### config.mk
export PLATFORM = sky130hd
export DESIGN_NAME = chc_decode
export DESIGN_NICKNAME = d
export VERILOG_FILES = /design/src/sv/chc_pkg.sv /design/src/sv/chc_decode.sv
export SDC_FILE = /design/constraint.sdc
export NUM_CORES = 1
export LEC_CHECK = 0
export ABC_CLOCK_PERIOD_IN_PS = 1300
export BUFFER_PORTS_ARGS = -buffer_cell sky130_fd_sc_hd__buf_2
export CAP_MARGIN = 20
export CORE_MARGIN = 3
export CORE_UTILIZATION = 35
export DETAILED_ROUTE_END_ITERATION = 10
export GPL_TIMING_DRIVEN = 0
export PLACE_DENSITY = 0.78
export SYNTH_ARGS = -nofsm -noshare
export SYNTH_HDL_FRONTEND = slang
export SYNTH_SLANG_ARGS = --single-unit
### constraint.sdc
create_clock -name vclk -period 1.3
set_input_delay 0.13 -clock vclk [all_inputs]
set_output_delay 0.13 -clock vclk [all_outputs]
set_load 0.005 [all_outputs]
### src/sv/chc_pkg.sv
`timescale 1ns / 1ps
// ----------------------------------------------------------------------------
// chc_pkg
// Shared types and constants of the cartridge header checker: payload
// structs, header addresses and the boot logo table.
// ----------------------------------------------------------------------------
package chc_pkg;

    // Header addresses.
    localparam logic [8:0] ADDR_LOGO_START = 9'h104;
    localparam logic [8:0] ADDR_SUM_START  = 9'h134;
    localparam logic [8:0] ADDR_TYPE       = 9'h147;
    localparam logic [8:0] ADDR_ROM_SIZE   = 9'h148;
    localparam logic [8:0] ADDR_RAM_SIZE   = 9'h149;
    localparam logic [8:0] ADDR_VERSION    = 9'h14C;
    localparam logic [8:0] ADDR_CHECK      = 9'h14D;

    localparam int LOGO_LEN = 48;
    localparam int LOGO_IDX_W = $clog2(LOGO_LEN);

    // Mapper class codes.
    localparam logic [2:0] MAPPER_UNKNOWN = 3'd0;
    localparam logic [2:0] MAPPER_NROM    = 3'd1;
    localparam logic [2:0] MAPPER_MBC1    = 3'd2;
    localparam logic [2:0] MAPPER_MBC2    = 3'd3;
    localparam logic [2:0] MAPPER_MMM01   = 3'd4;
    localparam logic [2:0] MAPPER_MBC3    = 3'd5;
    localparam logic [2:0] MAPPER_MBC4    = 3'd6;
    localparam logic [2:0] MAPPER_MBC5    = 3'd7;

    // Boot logo bytes at 0x104 through 0x133.
    localparam logic [7:0] LOGO_TABLE [0:LOGO_LEN-1] = '{
        8'hCE, 8'hED, 8'h66, 8'h66, 8'hCC, 8'h0D, 8'h00, 8'h0B,
        8'h03, 8'h73, 8'h00, 8'h83, 8'h00, 8'h0C, 8'h00, 8'h0D,
        8'h00, 8'h08, 8'h11, 8'h1F, 8'h88, 8'h89, 8'h00, 8'h0E,
        8'hDC, 8'hCC, 8'h6E, 8'hE6, 8'hDD, 8'hDD, 8'hD9, 8'h99,
        8'hBB, 8'hBB, 8'h67, 8'h63, 8'h6E, 8'h0E, 8'hEC, 8'hCC,
        8'hDD, 8'hDC, 8'h99, 8'h9F, 8'hBB, 8'hB9, 8'h33, 8'h3E
    };

    typedef struct packed {
        logic [8:0] header_offset;
        logic [7:0] header_byte;
    } chc_in_t;

    typedef struct packed {
        logic       header_valid;
        logic       logo_ok;
        logic       checksum_ok;
        logic [7:0] computed_checksum;
        logic [7:0] stored_checksum;
        logic [9:0] rom_banks;
        logic [4:0] ram_banks;
        logic [2:0] mapper_class;
        logic       has_battery;
        logic [7:0] cart_type_out;
        logic [7:0] version_out;
    } chc_out_t;

    // Decoded cartridge properties passed from the decoder to the top level.
    typedef struct packed {
        logic [9:0] rom_banks;
        logic [4:0] ram_banks;
        logic [2:0] mapper_class;
        logic       has_battery;
    } chc_decoded_t;

endpackage

### src/sv/chc_decode.sv
`timescale 1ns / 1ps
// ----------------------------------------------------------------------------
// chc_decode
// Decodes the latched cartridge type and size codes into bank counts,
// mapper class and battery flag.
// ----------------------------------------------------------------------------
module chc_decode import chc_pkg::*; (
    input  logic [7:0]   cart_type,
    input  logic [7:0]   rom_size_code,
    input  logic [7:0]   ram_size_code,
    output chc_decoded_t decoded
);

    // All decoded fields come from one block so the output struct has a
    // single driver.
    always_comb begin
        // ROM banks: powers of two for small codes, three odd sizes, else two.
        if (rom_size_code <= 8'd8) begin
            decoded.rom_banks = 10'd2 << rom_size_code[3:0];
        end else begin
            unique case (rom_size_code)
                8'h52:   decoded.rom_banks = 10'd72;
                8'h53:   decoded.rom_banks = 10'd80;
                8'h54:   decoded.rom_banks = 10'd96;
                default: decoded.rom_banks = 10'd2;
            endcase
        end

        // RAM banks.
        unique case (ram_size_code)
            8'h01, 8'h02: decoded.ram_banks = 5'd1;
            8'h03:        decoded.ram_banks = 5'd4;
            8'h04:        decoded.ram_banks = 5'd16;
            8'h05:        decoded.ram_banks = 5'd8;
            default:      decoded.ram_banks = 5'd0;
        endcase

        // Mapper class, numbered densely with zero for unrecognized types.
        unique case (cart_type)
            8'h00, 8'h08, 8'h09:                    decoded.mapper_class = MAPPER_NROM;
            8'h01, 8'h02, 8'h03:                    decoded.mapper_class = MAPPER_MBC1;
            8'h05, 8'h06:                           decoded.mapper_class = MAPPER_MBC2;
            8'h0B, 8'h0C, 8'h0D:                    decoded.mapper_class = MAPPER_MMM01;
            8'h0F, 8'h10, 8'h11, 8'h12, 8'h13:      decoded.mapper_class = MAPPER_MBC3;
            8'h15, 8'h16, 8'h17:                    decoded.mapper_class = MAPPER_MBC4;
            8'h19, 8'h1A, 8'h1B, 8'h1C, 8'h1D, 8'h1E:
                                                    decoded.mapper_class = MAPPER_MBC5;
            default:                                decoded.mapper_class = MAPPER_UNKNOWN;
        endcase

        // Battery-backed cartridge types.
        unique case (cart_type)
            8'h03, 8'h06, 8'h09, 8'h0D, 8'h0F, 8'h10,
            8'h13, 8'h17, 8'h1B, 8'h1E, 8'h22, 8'hFF: decoded.has_battery = 1'b1;
            default:                                  decoded.has_battery = 1'b0;
        endcase
    end

endmodule

==> out/qor.yml, run 1 <==
outcome: "finished with violations"
violations: "setup timing"
maximum_fanout_along_the_worst_path: 5
min-delay-path-class: "primary input to primary output"
ant_nets: 0
grtUsageTotal_pct: 17.1
synth_area_per_cell_um2: 6.57
route.detailed.drc: 0
met2_usage_pct: 34.9
detailed_place.area_um2: 800
slowest_stage: "sky130_fd_sc_hd__o32ai_1"
synth.yosys.seq_area_share_pct: 0
io_pins: 43
grt_max_degree: 11
max_freq_ghz: 0.746
setup_tns_final_ps: -52.2
power.density_nw_per_um2: 241
synth_xor_area_share_pct: 1.53
pins_over_their_slew_limit: 0
vias_per_cell: 5.48
netlist.area_leader.share_pct: 13.1
syn_to_final_growth_pct: 75.9
final-setup-viol-count: 2
chipHeight_um: 46.4
path_buf_inv: 5
die-width_um: 46.4
drt_first_pass_iters: 4
routed_wl_um: 2020
post_synth_inst_count: 87
grt_pass1_vias: 712
antenna_found_initial: 0
crit_path_start_kind: "primary input"
power_leakage_nw: 0.473
grt.busiest_layer: "met2"
flops_and_latches: 0
postLayoutCellArea_um2: 1010
post_synth_and_or_nand_nor_area_fraction_pct: 43.5
holdWs_ps: 525
yosys.cell_count.top_type: "sky130_fd_sc_hd__nand2_1"
cp.required_ps: 1170
max_cap_viol_count: 0
vias: 833
portbufs: 41
post_synth_main_area_contributors: "sky130_fd_sc_hd__ha_1 13%, sky130_fd_sc_hd__o21ai_0 6.1%, sky130_fd_sc_hd__nand2_1 5.9%"
layout_min_cycle_time_ps: 1340
end_kind: "primary output"
row_count: 13
path_common_cell: "sky130_fd_sc_hd__buf_4"
detailedPlacementHpwl_um: 1460
yosys_warnings: 0
grt_setup_unrepaired: "true"
vdd.ir_drop.worst_mv: 0.185
final_nets: 169
grt_overflow: 0
synth-adder-area-share_pct: 13.1
post_drt_wl_per_cell_um: 13.3
worst-setup-path-type: "primary input to primary output"
initial_utilization_pct: 40.4
globalplace.congestion: 0.873
clock_buffer_count: 0
antenna_cells_inserted: 0
critical_path_s_largest_stage_delay_ps: 210
finalPower_uw: 243
grt_pass1_wl_um: 2860
crit_path_cell_trace: "buf_12 -> clkinv_8 -> ha_4 -> buf_4 -> buf_4 -> o21a_1 -> o32ai_1 -> buf_2"
postLayoutSetupSlackWorst_ps: -41.0
fin_crit_sh_pct: 103
synth.largest_area_cell: "sky130_fd_sc_hd__ha_1"
synth.cell_area_um2: 572
synthMuxAreaShare_pct: 3.50
regArea_um2: 0
crit_arrival_ps: 1210
grt_util_met1_pct: 19.3
ys_types: 36
critical-path-top-delay-family: "buffers and inverters"
detail_route.iter0.violations: 17
dieArea_um2: 2150
coreArea_um2: 1420
post_route_cells_drive_above_1_share_pct: 53.3
share_of_the_synthesized_area_in_compound_gates_ao_oa_aoi_oai_pct: 29.3
preCtsSetupSlack_ps: -223
synth_top_family_by_area: "simple AND/OR/NAND/NOR gates"
synthTopCellsByCount: "9 x sky130_fd_sc_hd__nand2_1, 8 x sky130_fd_sc_hd__nor2_1, 7 x sky130_fd_sc_hd__o21ai_0"
grt.met3_usage_pct: 0.391
final_hold_viol_count: 0
==> path summary, 6_finish.rpt <==
kind	start	to	slack (ps)	depth (start not counted)
setup / recovery	cart_type[0]	decoded[2]	-40	8
hold / removal	ram_size_code[2]	decoded[6]	520	3
==> repair_timing <==
| action | in CTS | in global routing |
|---|---|---|
| gates resized for setup | 17 | 25 |
| cloned | 0 | 0 |
| hold buffers | 0 | 0 |
| pin swaps | 4 | 10 |
| buffers inserted | 4 | 4 |
| endpoints found under the setup margin | 5 | 9 |
==> cells by family (layout without fill, tap and decap cells) <==
family | Yosys count | count (layout)
and+or+nand+nor | 42 | 42
xor gates and xnor gates | 1 | 1
muxes | 2 | 2
other | 1 | 2
adders and majority gates | 6 | 6
AOI/OAI and AO/OA | 25 | 25
buffers and inverters | 10 | 59
==> where the power goes <==
| part | internal, mW | switching, mW |
|---|---|---|
| registers | 0 | 0 |
| logic | 0.122 | 0.121 |
| clock network | 0 | 0 |
| total | 0.122 | 0.121 |
==> layout make-up <==
class | count | area [µm²]
Multi-Input combinational cell | 78 | 601
Timing Repair Buffer | 49 | 310
Buffer | 4 | 33.8
Inverter | 6 | 42.5
Fill cell | 116 | 409
Tap cell | 15 | 18.8
==> placed cells by master (no fill, tap or decap), types with 2 or more instances in the layout <==
| cell | instances |
|---|---|
| sky130_fd_sc_hd__buf_4 | 11 |
| sky130_fd_sc_hd__a21oi_1 | 5 |
| sky130_fd_sc_hd__conb_1 | 2 |
| sky130_fd_sc_hd__nor2_1 | 7 |
| sky130_fd_sc_hd__buf_12 | 2 |
| sky130_fd_sc_hd__buf_2 | 36 |
| sky130_fd_sc_hd__nand2_2 | 2 |
| sky130_fd_sc_hd__nand4_1 | 2 |
| sky130_fd_sc_hd__nand2b_1 | 2 |
| sky130_fd_sc_hd__mux2i_1 | 2 |
| sky130_fd_sc_hd__nor4b_1 | 2 |
| sky130_fd_sc_hd__buf_6 | 3 |
| sky130_fd_sc_hd__nor3_1 | 4 |
| sky130_fd_sc_hd__inv_1 | 3 |
| sky130_fd_sc_hd__nor4bb_1 | 2 |
| sky130_fd_sc_hd__nand3_1 | 2 |
| sky130_fd_sc_hd__o21ai_0 | 5 |
| sky130_fd_sc_hd__ha_1 | 5 |
| sky130_fd_sc_hd__nand2_1 | 8 |
| sky130_fd_sc_hd__o21a_1 | 3 |
==> metal layers <==
layer | up-vias | routed length, µm
met3 | 4 | 150
met1 | 371 | 755
met5 | - | 0
li1 | 419 | -
met2 | 39 | 1080
met4 | 0 | 36
==> per-stage QoR <==
step	std cells	utilization [%]
finish	152	71.1
global route	152	71.1
CTS	148	63.0
detailed placement	144	56.5
global placement	144	56.5
floorplan	88	-
Power figures use the tool's default switching activity.
==> inputs of run 2 (changes only) <==
- BUFFER_PORTS_ARGS: -buffer_cell sky130_fd_sc_hd__buf_2 -> not set
- CORE_UTILIZATION: 35 -> 30
- DONT_BUFFER_PORTS: not set -> 1
- PLACE_DENSITY: 0.78 -> 0.51
==> out/qor.yml, run 2 (synthesized netlist as in run 1, its figures left out) <==
portbufs: 0  # -100%
crit_path_depth: 6  # -2
grtUsageTotal_pct: 11.5  # -5.6 points
row_count: 15  # +2
crit_path_cell_trace: "clkinvlp_4 -> ha_4 -> mux2i_1 -> o211ai_1 -> o21a_1 -> o21ai_0"
slowest_stage: "sky130_fd_sc_hd__ha_4"
commonest_cells_after_routing_fill_and_taps_aside: "9 x sky130_fd_sc_hd__nand2_1, 8 x sky130_fd_sc_hd__nor2_1, 7 x sky130_fd_sc_hd__o21ai_0"
ant_nets: 0  # unchanged
antenna_cells_inserted: 0  # unchanged
critical_path_s_largest_stage_delay_ps: 200  # about the same
chipHeight_um: 49.7  # +7.0%
post-cts-setup-buffers: 0  # -4
flops_and_latches: 0  # unchanged
route.detailed.drc: 0  # unchanged
vias: 623  # -25%
grt_max_degree: 11  # unchanged
end_kind: "primary output"
critical-path-top-delay-family: "compound AO/OA/AOI/OAI gates"
power_leakage_nw: 0.211  # -55%
detailedPlacementHpwl_um: 1230  # -16%
power.density_nw_per_um2: 177  # -26%
outcome: "finished, final reports clean"
grt_overflow: 0  # unchanged
grt_pass1_vias: 578  # -19%
cp.required_ps: 1170  # about the same
die-width_um: 49.7  # +7.0%
io_pins: 43  # unchanged
clock_buffer_count: 0  # unchanged
path_buf_inv: 1  # -4
pins_over_their_slew_limit: 0  # unchanged
holdWs_ps: 295  # -230 ps
max_freq_ghz: 0.841  # +13%
routed_wl_um: 1480  # -27%
layout_min_cycle_time_ps: 1190  # -152 ps
maximum_fanout_along_the_worst_path: 5  # unchanged
vias_per_cell: 5.51  # +0.60%
post_route_cells_drive_above_1_share_pct: 14.8  # -39 points
grt_pass1_wl_um: 2440  # -14%
crit_end: "decoded[3]"
fin_crit_sh_pct: 91.5  # -12 points
final_nets: 120  # -29%
multi_input_comb_area_um2: 546  # -9.2%
antenna_found_initial: 0  # unchanged
crit_path_start_kind: "primary input"
detail_route.iter0.violations: 11  # -6
dieArea_um2: 2470  # +14%
post_drt_wl_per_cell_um: 13.1  # -1.3%
post_cts_hold_buffer_count: 0  # unchanged
final_core_utilization_pct: 35.6  # -35 points
final-setup-viol-count: 0  # -2
drt_first_pass_iters: 4  # unchanged
min-delay-path-class: "primary input to primary output"
initial_utilization_pct: 32.4  # -8.0 points
timing.critical_path.from: "cart_type[0]"
worst-setup-path-type: "primary input to primary output"
final_hold_viol_count: 0  # unchanged
coreArea_um2: 1760  # +25%
fillerInstances: 208  # +79%
globalplace.congestion: 0.832  # -4.7%
crit_arrival_ps: 1060  # -150 ps
layout.cells.most_common: "sky130_fd_sc_hd__nand2_1"
syn_to_final_growth_pct: 9.85
regArea_um2: 0  # unchanged
vdd.ir_drop.worst_mv: 0.0681  # -63%
max_cap_viol_count: 0  # unchanged
[run 2: cell types whose count changed in the layout (fill, tap and decap cells not counted), moves of 2 or more]
| cell | change |
|---|---|
| sky130_fd_sc_hd__buf_2 | -34 |
| sky130_fd_sc_hd__buf_4 | -9 |
| sky130_fd_sc_hd__buf_6 | -3 |
| sky130_fd_sc_hd__buf_12 | -2 |
| sky130_fd_sc_hd__inv_1 | +2 |
| sky130_fd_sc_hd__o21ai_0 | +2 |
[run 2: metal layers]
layer | vias to the layer above | wire [µm] | track usage, %
met2 | 34 | 691 | 19.8
met5 | - | 0 | 0
li1 | 321 | - | -
met1 | 268 | 621 | 15.2
met4 | 0 | 0 | 0
met3 | 0 | 168 | 2.72
[run 2: worst min-delay path by stage]
stage                startpoint          end  slack, ps  depth (start not counted)
2_1_floorplan  rom_size_code[3]  decoded[15]        290                          1
3_3_place_gp   rom_size_code[3]  decoded[15]        290                          1
3_5_place_dp   rom_size_code[3]  decoded[15]        300                          1
4_1_cts        rom_size_code[3]  decoded[15]        300                          1
5_1_grt        ram_size_code[1]   decoded[7]        300                          1
6_report       rom_size_code[3]  decoded[15]        290                          1
[run 2: final cells by class]
| cell class | count | area share, % |
|---|---|---|
| tap | 25 | 4.98 |
| multi-input combinational | 78 | 86.9 |
| buffer | 4 | 3.98 |
| inverter | 6 | 4.18 |
[run 2: metrics by stage]
step	area, µm²	setup TNS (ps)	power, mW	setup slack, ps	std cells
2_1_floorplan	576	0	0.0900	184	88
3_3_place_gp	607	0	0.104	55.7	113
3_5_place_dp	607	0	0.104	55.2	113
4_1_cts	607	0	0.105	69.7	113
5_1_grt	628	-5.75	0.127	-5.75	113
6_report	628	0	0.111	111	113
[run 2: repair_timing]
| item | 4_1_cts | 5_1_grt |
|---|---|---|
| endpoints found under the setup margin | 0 | 4 |
| resized for setup | 0 | 4 |
| endpoints found under the hold margin | 0 | 0 |
[run 2: where the power goes]
group	switching [mW]	internal, mW
Clock	0	0
Sequential	0	0
Combinational	0.0571	0.0544
Total	0.0571	0.0544
